## src/rtl/tae_pkg.sv

```systemverilog
// Shared types, request codes and helper functions for the ANSI escape encoder.
package tae_pkg;

    localparam logic [1:0] REQ_CHAR   = 2'd0;
    localparam logic [1:0] REQ_ATTR   = 2'd1;
    localparam logic [1:0] REQ_CURSOR = 2'd2;

    localparam logic [7:0] CH_ESC   = 8'h1B;
    localparam logic [7:0] CH_LBRK  = 8'h5B;
    localparam logic [7:0] CH_M     = 8'h6D;
    localparam logic [7:0] CH_H     = 8'h48;
    localparam logic [7:0] CH_SEMI  = 8'h3B;
    localparam logic [7:0] CH_ZERO  = 8'h30;
    localparam logic [7:0] CH_ONE   = 8'h31;
    localparam logic [7:0] CH_THREE = 8'h33;
    localparam logic [7:0] CH_FOUR  = 8'h34;
    localparam logic [7:0] CH_FIVE  = 8'h35;

    localparam int QDEPTH = 2;
    localparam int QPTR_W = $clog2(QDEPTH);
    localparam int QCNT_W = $clog2(QDEPTH + 1);

    typedef enum logic [1:0] {
        K_CHAR   = 2'd0,
        K_ATTR   = 2'd1,
        K_CURSOR = 2'd2
    } t_kind;

    typedef struct packed {
        logic [1:0] req_type;
        logic [7:0] char_code;
        logic [7:0] attribute;
        logic [7:0] row;
        logic [7:0] col;
    } t_in_item;

    typedef struct packed {
        logic [7:0] out_byte;
        logic       last_byte;
    } t_out_item;

    // Decimal digits of a cursor number (1..256)
    typedef struct packed {
        logic [1:0] h;
        logic [3:0] t;
        logic [3:0] o;
    } t_dec;

    // Classified work for the emitter: data is the character or the attribute
    typedef struct packed {
        t_kind      kind;
        logic [7:0] data;
        t_dec       row;
        t_dec       col;
    } t_desc;

    typedef struct packed {
        logic  push;
        t_desc desc;
    } t_push;

    // Split v+1 into hundreds, tens and units
    function automatic t_dec to_dec(input logic [7:0] v);
        logic [8:0]  w;
        logic [8:0]  hund;
        logic [6:0]  r;
        logic [13:0] prod;
        logic [6:0]  tens10;
        t_dec        d;
        w = {1'b0, v} + 9'd1;
        if (w >= 9'd200) begin
            d.h  = 2'd2;
            hund = 9'd200;
        end else if (w >= 9'd100) begin
            d.h  = 2'd1;
            hund = 9'd100;
        end else begin
            d.h  = 2'd0;
            hund = 9'd0;
        end
        r      = 7'(w - hund);
        prod   = 14'(r) * 14'd103;
        d.t    = prod[13:10];
        tens10 = 7'(d.t) * 7'd10;
        d.o    = 4'(r - tens10);
        return d;
    endfunction

    // BIOS colour code to ANSI colour digit
    function automatic logic [7:0] colour_digit(input logic [2:0] c);
        logic [2:0] m;
        case (c)
            3'd0: m = 3'd0;
            3'd1: m = 3'd4;
            3'd2: m = 3'd2;
            3'd3: m = 3'd6;
            3'd4: m = 3'd1;
            3'd5: m = 3'd5;
            3'd6: m = 3'd3;
            default: m = 3'd7;
        endcase
        return CH_ZERO + 8'(m);
    endfunction

endpackage

```

## src/rtl/tae_front.sv

```systemverilog
// Front end: accepts requests, filters unchanged attributes and prepares decimal digits.
module tae_front (
    input  logic              i_clk,
    input  logic              i_rst_n,
    input  logic              i_in_valid,
    output logic              o_in_ready,
    input  tae_pkg::t_in_item i_in_item,
    input  logic              i_q_full,
    output tae_pkg::t_push    o_push
);
    import tae_pkg::*;

    logic [7:0] r_last_attr;
    logic [7:0] n_last_attr;
    logic       accept;
    logic       keep;
    t_kind      kind;

    assign o_in_ready = !i_q_full;
    assign accept     = i_in_valid && o_in_ready;

    always_comb begin
        keep = 1'b0;
        kind = K_CHAR;
        case (i_in_item.req_type)
            REQ_CHAR: begin
                keep = 1'b1;
                kind = K_CHAR;
            end
            REQ_ATTR: begin
                keep = (i_in_item.attribute != r_last_attr);
                kind = K_ATTR;
            end
            REQ_CURSOR: begin
                keep = 1'b1;
                kind = K_CURSOR;
            end
            default: begin
                keep = 1'b0;
                kind = K_CHAR;
            end
        endcase
    end

    always_comb begin
        o_push.push      = accept && keep;
        o_push.desc.kind = kind;
        o_push.desc.data = (kind == K_ATTR) ? i_in_item.attribute : i_in_item.char_code;
        o_push.desc.row  = to_dec(i_in_item.row);
        o_push.desc.col  = to_dec(i_in_item.col);
    end

    // Record the attribute once it is queued for sending
    assign n_last_attr = (o_push.push && kind == K_ATTR) ? i_in_item.attribute : r_last_attr;

    always_ff @(posedge i_clk) begin
        if (!i_rst_n) begin
            r_last_attr <= 8'd0;
        end else begin
            r_last_attr <= n_last_attr;
        end
    end

endmodule

```

## src/rtl/tae_queue.sv

```systemverilog
// Short descriptor queue between the front end and the byte emitter.
module tae_queue (
    input  logic            i_clk,
    input  logic            i_rst_n,
    input  tae_pkg::t_push  i_push,
    output logic            o_full,
    output logic            o_head_valid,
    output tae_pkg::t_desc  o_head,
    input  logic            i_pop
);
    import tae_pkg::*;

    t_desc             r_mem [QDEPTH];
    logic [QPTR_W-1:0] r_wr_ptr;
    logic [QPTR_W-1:0] r_rd_ptr;
    logic [QCNT_W-1:0] r_count;
    logic [QPTR_W-1:0] n_wr_ptr;
    logic [QPTR_W-1:0] n_rd_ptr;
    logic [QCNT_W-1:0] n_count;
    logic              do_push;
    logic              do_pop;

    assign o_full       = (r_count == QCNT_W'(QDEPTH));
    assign o_head_valid = (r_count != '0);
    assign o_head       = r_mem[r_rd_ptr];
    assign do_push      = i_push.push && !o_full;
    assign do_pop       = i_pop && o_head_valid;

    always_comb begin
        n_wr_ptr = r_wr_ptr;
        n_rd_ptr = r_rd_ptr;
        n_count  = r_count;
        if (do_push) begin
            n_wr_ptr = (r_wr_ptr == QPTR_W'(QDEPTH - 1)) ? '0 : r_wr_ptr + 1'b1;
        end
        if (do_pop) begin
            n_rd_ptr = (r_rd_ptr == QPTR_W'(QDEPTH - 1)) ? '0 : r_rd_ptr + 1'b1;
        end
        if (do_push && !do_pop) begin
            n_count = r_count + 1'b1;
        end else if (do_pop && !do_push) begin
            n_count = r_count - 1'b1;
        end
    end

    always_ff @(posedge i_clk) begin
        if (do_push) begin
            r_mem[r_wr_ptr] <= i_push.desc;
        end
    end

    always_ff @(posedge i_clk) begin
        if (!i_rst_n) begin
            r_wr_ptr <= '0;
            r_rd_ptr <= '0;
            r_count  <= '0;
        end else begin
            r_wr_ptr <= n_wr_ptr;
            r_rd_ptr <= n_rd_ptr;
            r_count  <= n_count;
        end
    end

endmodule

```

## src/rtl/tae_back.sv

```systemverilog
// Byte emitter: walks the escape template of the queue head, one byte per cycle while the receiver is ready.
module tae_back (
    input  logic               i_clk,
    input  logic               i_rst_n,
    input  logic               i_head_valid,
    input  tae_pkg::t_desc     i_head,
    output logic               o_pop,
    output logic               o_out_valid,
    input  logic               i_out_ready,
    output tae_pkg::t_out_item o_out_item
);
    import tae_pkg::*;

    // Template positions
    localparam logic [4:0] A_RESET_END = 5'd2;
    localparam logic [4:0] A_BLINK     = 5'd3;
    localparam logic [4:0] A_BG_END    = 5'd11;
    localparam logic [4:0] A_BOLD      = 5'd12;
    localparam logic [4:0] A_FG        = 5'd16;
    localparam logic [4:0] A_LAST      = 5'd20;
    localparam logic [4:0] C_CSI_END   = 5'd1;
    localparam logic [4:0] C_ROW       = 5'd2;
    localparam logic [4:0] C_SEMI      = 5'd5;
    localparam logic [4:0] C_COL       = 5'd6;
    localparam logic [4:0] C_LAST      = 5'd9;

    logic [4:0] r_idx;
    logic [4:0] n_idx;
    logic       r_out_valid;
    t_out_item  r_out;
    logic       advance;
    logic [7:0] cur_byte;
    logic       cur_last;
    logic [4:0] step_idx;
    logic [4:0] row_skip;
    logic [4:0] col_skip;

    // Leading zeros are skipped from the hundreds digit
    function automatic logic [4:0] lead_skip(input t_dec d);
        if (d.h != 2'd0) begin
            return 5'd0;
        end else if (d.t != 4'd0) begin
            return 5'd1;
        end else begin
            return 5'd2;
        end
    endfunction

    function automatic logic [7:0] dec_byte(input t_dec d, input logic [1:0] pos);
        case (pos)
            2'd0:    return CH_ZERO + 8'(d.h);
            2'd1:    return CH_ZERO + 8'(d.t);
            default: return CH_ZERO + 8'(d.o);
        endcase
    endfunction

    assign row_skip = lead_skip(i_head.row);
    assign col_skip = lead_skip(i_head.col);

    always_comb begin
        cur_byte = CH_ESC;
        cur_last = 1'b0;
        step_idx = r_idx + 5'd1;
        case (i_head.kind)
            K_CHAR: begin
                cur_byte = i_head.data;
                cur_last = 1'b1;
            end
            K_ATTR: begin
                case (r_idx)
                    5'd0, 5'd3, 5'd7, 5'd12, 5'd16: cur_byte = CH_ESC;
                    5'd1, 5'd4, 5'd8, 5'd13, 5'd17: cur_byte = CH_LBRK;
                    5'd5:    cur_byte = CH_FIVE;
                    5'd9:    cur_byte = CH_FOUR;
                    5'd10:   cur_byte = colour_digit(i_head.data[6:4]);
                    5'd14:   cur_byte = CH_ONE;
                    5'd18:   cur_byte = CH_THREE;
                    5'd19:   cur_byte = colour_digit(i_head.data[2:0]);
                    default: cur_byte = CH_M;
                endcase
                cur_last = (r_idx == A_LAST);
                if (r_idx == A_RESET_END) begin
                    step_idx = i_head.data[7] ? A_BLINK : A_BG_END - 5'd4;
                end else if (r_idx == A_BG_END) begin
                    step_idx = i_head.data[3] ? A_BOLD : A_FG;
                end
            end
            K_CURSOR: begin
                case (r_idx)
                    5'd0:    cur_byte = CH_ESC;
                    5'd1:    cur_byte = CH_LBRK;
                    5'd2:    cur_byte = dec_byte(i_head.row, 2'd0);
                    5'd3:    cur_byte = dec_byte(i_head.row, 2'd1);
                    5'd4:    cur_byte = dec_byte(i_head.row, 2'd2);
                    5'd5:    cur_byte = CH_SEMI;
                    5'd6:    cur_byte = dec_byte(i_head.col, 2'd0);
                    5'd7:    cur_byte = dec_byte(i_head.col, 2'd1);
                    5'd8:    cur_byte = dec_byte(i_head.col, 2'd2);
                    default: cur_byte = CH_H;
                endcase
                cur_last = (r_idx == C_LAST);
                if (r_idx == C_CSI_END) begin
                    step_idx = C_ROW + row_skip;
                end else if (r_idx == C_SEMI) begin
                    step_idx = C_COL + col_skip;
                end
            end
            default: begin
                cur_byte = i_head.data;
                cur_last = 1'b1;
            end
        endcase
    end

    assign advance = i_head_valid && (!r_out_valid || i_out_ready);
    assign o_pop   = advance && cur_last;
    assign n_idx   = advance ? (cur_last ? 5'd0 : step_idx) : r_idx;

    always_ff @(posedge i_clk) begin
        if (!i_rst_n) begin
            r_idx       <= 5'd0;
            r_out_valid <= 1'b0;
        end else begin
            r_idx <= n_idx;
            if (advance) begin
                r_out_valid <= 1'b1;
            end else if (i_out_ready) begin
                r_out_valid <= 1'b0;
            end
        end
    end

    always_ff @(posedge i_clk) begin
        if (advance) begin
            r_out.out_byte  <= cur_byte;
            r_out.last_byte <= cur_last;
        end
    end

    assign o_out_valid = r_out_valid;
    assign o_out_item  = r_out;

endmodule

```

## src/rtl/text_attribute_to_ansi_escape.sv

```systemverilog
// Top level of the console request to ANSI escape byte-stream encoder.
//
// Input channel (i_in_valid / o_in_ready / i_in_item) takes one console request
// per transaction: write character, set attribute or set cursor position.
// Output channel (o_out_valid / i_out_ready / o_out_item) delivers one terminal
// byte per transaction; last_byte marks the final byte of a request.
// A request that emits nothing (unchanged attribute, unused code) is taken and dropped.
// With the emitter idle, the first byte of a request passes through the queue
// and the emitter's output register before it is offered.
// Throughput: one output byte per cycle while the receiver is ready, set by the emitter's output register.
// A character emits 1 byte, a cursor move 6 to 10, an attribute change 13 to 21.
// A two-entry queue lets requests be taken while earlier ones are still emitted;
// o_in_ready drops only when that queue is full.
// When the receiver stalls, the offered byte holds and the emitter pauses.
// Synchronous active-low reset empties the queue, clears the output and sets
// the last attribute sent to zero.
module text_attribute_to_ansi_escape (
    input  logic               i_clk,
    input  logic               i_rst_n,
    input  logic               i_in_valid,
    output logic               o_in_ready,
    input  tae_pkg::t_in_item  i_in_item,
    output logic               o_out_valid,
    input  logic               i_out_ready,
    output tae_pkg::t_out_item o_out_item
);
    import tae_pkg::*;

    t_push push;
    logic  q_full;
    logic  head_valid;
    t_desc head;
    logic  pop;

    tae_front u_front (
        .i_clk      (i_clk),
        .i_rst_n    (i_rst_n),
        .i_in_valid (i_in_valid),
        .o_in_ready (o_in_ready),
        .i_in_item  (i_in_item),
        .i_q_full   (q_full),
        .o_push     (push)
    );

    tae_queue u_queue (
        .i_clk        (i_clk),
        .i_rst_n      (i_rst_n),
        .i_push       (push),
        .o_full       (q_full),
        .o_head_valid (head_valid),
        .o_head       (head),
        .i_pop        (pop)
    );

    tae_back u_back (
        .i_clk        (i_clk),
        .i_rst_n      (i_rst_n),
        .i_head_valid (head_valid),
        .i_head       (head),
        .o_pop        (pop),
        .o_out_valid  (o_out_valid),
        .i_out_ready  (i_out_ready),
        .o_out_item   (o_out_item)
    );

endmodule

```

## config.mk

```make
export PLATFORM = sky130hd
export DESIGN_NAME = text_attribute_to_ansi_escape
export DESIGN_NICKNAME = d
export VERILOG_FILES = /design/src/rtl/tae_pkg.sv /design/src/rtl/tae_front.sv /design/src/rtl/tae_queue.sv /design/src/rtl/tae_back.sv /design/src/rtl/text_attribute_to_ansi_escape.sv
export SDC_FILE = /design/constraint.sdc
export NUM_CORES = 1
export LEC_CHECK = 0
export ABC_AREA = 0
export BUFFER_PORTS_ARGS = -buffer_cell sky130_fd_sc_hd__buf_2
export CAP_MARGIN = 20
export CORE_MARGIN = 5
export CORE_UTILIZATION = 60
export DETAILED_ROUTE_END_ITERATION = 12
export PLACE_DENSITY = 0.83
export SKIP_CTS_REPAIR_TIMING = 1
export SLEW_MARGIN = 0
export SYNTH_ARGS = -nofsm -noshare
export SYNTH_HDL_FRONTEND = slang
export SYNTH_SLANG_ARGS = --single-unit
```

## constraint.sdc

```tcl
create_clock -name i_clk -period 18.15 [get_ports i_clk]
set_clock_uncertainty 0.2 [all_clocks]
set_input_delay 5.445 -clock i_clk [delete_from_list [all_inputs] [get_ports i_clk]]
set_output_delay 5.445 -clock i_clk [all_outputs]
set_load 0.005 [all_outputs]
```

## Word level (Yosys, flattened, before mapping)

Memory sizes are Yosys's and may differ from the RTL's. A register that Yosys moved wholly into a read port is not among the register bits.
Cells that the tools add are included.

- Add/subtract/negate cells: 21
- $mul: 4
- Div/mod/pow operators: 0
- Magnitude comparators: 4
- Equal/unequal tests: 38
- Shifts and indexed selects: 0
- Muxes and demuxes: 43
- Bitwise gates (word level): 0
- Reductions and logical operators: 28

Operators by type and width:

| cell | number |
|---|---|
| 8-bit one-hot mux with 9 select lines | 1 |
| 8-bit one-hot mux with 8 select lines | 1 |
| 3-bit one-hot mux with 7 select lines | 2 |
| 5-bit 2-to-1 mux | 8 |
| 5-bit by 4-bit equality test with 1-bit output, second input constant | 7 |
| 6-bit by 4-bit adder with 7-bit output, first input constant | 4 |
| 7-bit by 7-bit multiplier with 14-bit output, second input constant | 2 |
| 7-bit 2-to-1 mux | 4 |
| 5-bit equality test, second input constant | 5 |
| 5-bit by 3-bit equality test with 1-bit output, second input constant | 4 |
| 8-bit by 1-bit adder with 9-bit output, second input constant | 2 |
| 3-bit equality test, second input constant | 6 |
| 9-bit by 7-bit greater-or-equal comparator with 1-bit output, second input constant | 2 |
| 9-bit by 8-bit greater-or-equal comparator with 1-bit output, second input constant | 2 |
| 8-bit one-hot mux with 2 select lines | 1 |
| 3-bit 2-to-1 mux | 5 |
| 6-bit by 2-bit adder with 7-bit output, first input constant | 2 |
| 6-bit by 3-bit adder with 7-bit output, first input constant | 2 |
| 7-bit subtractor | 2 |
| 3-bit by 2-bit equality test with 1-bit output, second input constant | 4 |
| 2-bit 2-to-1 mux | 6 |
| 5-bit by 2-bit equality test with 1-bit output, second input constant | 2 |
| 1-bit 2-to-1 mux | 10 |
| 5-bit one-hot mux with 2 select lines | 1 |
| other kinds (26) | 53 |

- Register bits after elaboration: 27
- Bits in latches: 0
- Bits in writable memories: 60
- ROM bits: 0
- Input bits: 38
- Output and inout port bits: 11
- Word-level logic and storage cells: 147
- Memories: 1

Memory list:

| name | words | bits a word | rd ports | clocked after memory_dff | wr ports | RTL line | RTL |
|---|---|---|---|---|---|---|---|
| u_queue.r_mem | 2 | 30 | 1 | 1 | 1 | tae_queue.sv:13 | `t_desc r_mem [QDEPTH];` |

## Longest topological paths before layout

- Depth in word-level cells: 9
- Depth in mapped cells: 32
- Mapped depth without buffers: 31

## Hierarchy

Synthesis repeated with hierarchy kept, for this count alone.

- Cells, all modules: 712
- Area total of the unflattened synthesis: 7,369.6 um^2

Modules (own cells, without submodules):

| module | times used | cells each | area each (um^2) | sequential area each (um^2) |
|---|---|---|---|---|
| tae_front | 1 | 388 | 3,298.2 | 160.2 |
| tae_queue | 1 | 118 | 2,391.0 | 1,901.8 |
| tae_back | 1 | 206 | 1,680.4 | 390.4 |

## Least setup slack after synthesis

Ideal clock, no wire load.

- Kind: input-to-reg
- Start point: input i_in_item[8] (netlist name)
- End point: memory u_queue.r_mem[0][13] (netlist name), data pin
- Library setup time: 0.267 ns
- Data arrival time: 11.748 ns
- Data required time: 17.683 ns
- Path slack: 5.934 ns
- Stages on the path: 30
- Path buffers: 1
- Cells stage by stage: and3_4 and4_4 buf_6 a2111o_1 o2111ai_2 o31a_2 o21a_1 ha_1 inv_1 fa_1 nand2b_1 a21oi_1 xor2_1 ha_1 inv_1 fa_1 inv_1 fa_1 ha_1 ha_1 inv_1 a2111oi_1 nor3_1 xnor2_1 ha_1 inv_1 fa_1 xnor2_1 xnor2_1 xnor2_1

RTL lines:

| item | RTL line | RTL |
|---|---|---|
| from (decl) | text_attribute_to_ansi_escape.sv:22 | `input tae_pkg::t_in_item i_in_item,` |
| to (decl) | tae_queue.sv:13 |  |

==> results.sh <==
export IMPL_status="finished, final reports clean"
export IMPL_gp_congestion=0.9720
export IMPL_synth_top_area_share_pct=28.64
export IMPL_maxSlewViolCount=0
export IMPL_insertion_delay_ps=340
export IMPL_synth_async_sr_flop_share_pct=0
export IMPL_synth_cell_types=81
export IMPL_clock_path_buffers=2
export IMPL_start_util_pct=60.75
export IMPL_h_tree_depth=3
export IMPL_fin_crit_ps=13010
export IMPL_drive_gt1_share_pct=13.19
export IMPL_yosysSeqAreaShare_pct=33.89
export IMPL_die_w_um=119.8
export IMPL_grt_overflow=0
export IMPL_clock_sinks=88
export IMPL_final_nets=901
export IMPL_yosys_top_cells_area="edfxtp_1 29%, ha_1 16%, fa_1 5.5%"
export IMPL_rsz0062_at_grt="false"
export IMPL_synthesis_area_um2=7236
export IMPL_antenna_found_initial=0
export IMPL_arrival_ps=12880
export IMPL_firstDrtPassIters=5
export IMPL_ios=49
export IMPL_cpMostUsedCell="ha_1"
export IMPL_synth_seq_cells=88
export IMPL_place_hpwl_um=11900
export IMPL_synth_nets=871
export IMPL_crit_fanout=8
export IMPL_grt_max_degree=39
export IMPL_dieHeight_um=119.8
export IMPL_peakVddDrop_mv=0.1917
export IMPL_worst_pin_slew_ps=926.1
export IMPL_hold_end="u_front.r_last_attr[1]$_SDFFE_PN0P_"
export IMPL_maxCapViolCount=0
export IMPL_yosysMostFrequentCell="ha_1"
export IMPL_cpMaxStageDelayCell="xor2_1"
export IMPL_r2r_end="u_queue.r_count[1]$_SDFFE_PN0P_"
export IMPL_worst_r2r_cell_count=10
export IMPL_drc=0
export IMPL_drt_vias_per_instance=6.135
export IMPL_total_power_mw=1.367
export IMPL_core_area_um2=11910
export IMPL_tritoncts="yes"
export IMPL_critical_path_startpoint_type="primary input"
export IMPL_dieArea_um2=14360
export IMPL_p_leak_nw=3.321
export IMPL_avgSynthCellArea_um2=10.01
export IMPL_clkTransAtPathRegs_ps=70
export IMPL_worstSetupPathType="primary input to flip-flop"
export IMPL_final_core_util_pct=65.46
export IMPL_dr_total_vias=5552
export IMPL_p_per_area_nw_per_um2=175.4
export IMPL_crit_required_ps=18020
export IMPL_synth_edf_count=69
export IMPL_setup_viol=0
export IMPL_wl_per_cell_um=17.03
export IMPL_drtIter0Drc=510
export IMPL_first_global_vias=5442
export IMPL_grt_pass1_wl_um=25810
export IMPL_synth_top_area_cell="edfxtp_1"
export IMPL_hold_viol_final=0
export IMPL_yosys_top_cells_count="90 x ha_1, 72 x inv_1, 69 x edfxtp_1, 46 x nand2_1, 40 x a21oi_1"
export IMPL_holdPathStages=2
export IMPL_num_antenna_cells=0
export IMPL_max_freq_ghz=0.07689
export IMPL_hp_start="u_front.r_last_attr[1]$_SDFFE_PN0P_"
export IMPL_r2r_slack_ps=14680
export IMPL_wl_um=15410
export IMPL_gr_usage_all_layers_pct=22.18
export IMPL_cts_made_buffers=9
export IMPL_tns_ps=0
export IMPL_syn_inst=723
export IMPL_worst_path_largest_cell_delay_ps=550
export IMPL_endpoint_kind="flip-flop"
export IMPL_row_count=40
export IMPL_cts_root_buffer="clkbuf_16"
export IMPL_yosys_warnings=0
export IMPL_antenna_left=0
export IMPL_relSlewSlack_pct=38.18
export IMPL_layout_worst_path_cycle_share_pct=71.66
export IMPL_synthFlopType="edfxtp_1"
export IMPL_io_buffers=48
export IMPL_area_growth_pct=7.764
export IMPL_hp_class="flip-flop to flip-flop"
[area by class of cell]
class | instances | area [um2]
Sequential cell | 88 | 2452
Inverter | 74 | 277.8
Clock buffer | 10 | 229.0
Tap cell | 147 | 183.9
Multi-Input combinational cell | 529 | 4340
Fill cell | 929 | 4114
Clock inverter | 6 | 51.30
Timing Repair Buffer | 51 | 262.8
[sequential cells by signal, indices dropped and copies added, names as in the netlist, named ones only]
signal / flops
u_queue.r_mem: 60
u_front.r_last_attr: 8
u_queue.r_count: 2
u_back.o_out_valid: 1
u_queue.r_rd_ptr: 1
u_queue.r_wr_ptr: 1
u_back.r_idx: 5
u_back.o_out_item: 9
[how the worst max path moves through the flow]
stage | start | cells after the start | to | slack, ps
final | i_in_item[0] | 30 | u_queue.r_mem[1][3]$_DFFE_PP_ | 5140
after global routing | i_in_item[0] | 30 | u_queue.r_mem[1][3]$_DFFE_PP_ | 4690
after CTS | i_in_item[0] | 30 | u_queue.r_mem[1][3]$_DFFE_PP_ | 5180
after detailed placement | i_in_item[0] | 30 | u_queue.r_mem[0][3]$_DFFE_PP_ | 4840
after global placement | i_in_item[0] | 30 | u_queue.r_mem[0][3]$_DFFE_PP_ | 5140
after floorplan | i_in_item[8] | 30 | u_queue.r_mem[0][13]$_DFFE_PP_ | 5930
[per-stage QoR]
stage / cells / hold WS, ps / cell area (um2) / setup slack [ps]
floorplan: 723 / 246.5 / 7236 / 5934
global placement: 889 / 254.8 / 7517 / 5143
detailed placement: 889 / 265.2 / 7517 / 4843
CTS: 905 / 275.2 / 7797 / 5183
global route: 905 / 300.6 / 7797 / 4694
finish: 905 / 274.0 / 7797 / 5144
[cells by family after synthesis]
family / after synthesis / share of synthesized area [%]
multiplexers: 44 / 6.381
AND/OR/NAND/NOR: 177 / 12.43
AO/OA/AOI/OAI: 147 / 13.85
flip-flops: 88 / 33.89
XOR/XNOR: 50 / 6.052
buffers and inverters: 106 / 6.156
adder cells (fa/ha/maj): 111 / 21.23
[critical path, delay by kind of cell]
| kind | cells | cell delay [ps] |
|---|---|---|
| fa+ha+maj | 10 | 3400 |
| xor+xnor | 5 | 1370 |
| compound gates | 5 | 1320 |
| simple gates | 4 | 880 |
| buf+inv | 6 | 430 |
[cells in the final DEF (no fill, tap or decap), types with 5 or more instances in the layout]
master     instances
ha_1              90
inv_1             72
edfxtp_1          69
buf_2             48
nand2_1           46
a21oi_1           40
nor2_1            33
xor2_1            27
mux2i_1           27
o21ai_0           24
xnor2_1           23
fa_1              20
dfxtp_1           19
mux2_2            17
nand2b_1          16
nand3_1           15
nor2b_1           13
nor3_1            12
a22oi_1           10
clkbuf_16          9
o21a_1             7
o22ai_1            7
and2_1             7
and3_1             6
nand4_1            5
or3_1              5
[power by group]
part | switching [mW] | internal (mW) | leakage (nW)
Clock | 0.0790 | 0.0950 | 0.139
Sequential | 0.0185 | 0.366 | 0.799
Combinational | 0.470 | 0.340 | 2.38
[routing by layer]
metal	share of wire [%]	global-route usage [%]	wire, um	vias up
met5	0	0	0	-
met4	3.5	9.735	536	0
met3	5.2	2.639	807	46
met2	49	37.32	7516	190
met1	43	28.87	6549	2672
li1	-	-	-	2644
Note: power is estimated with default switching activity, not from simulation.
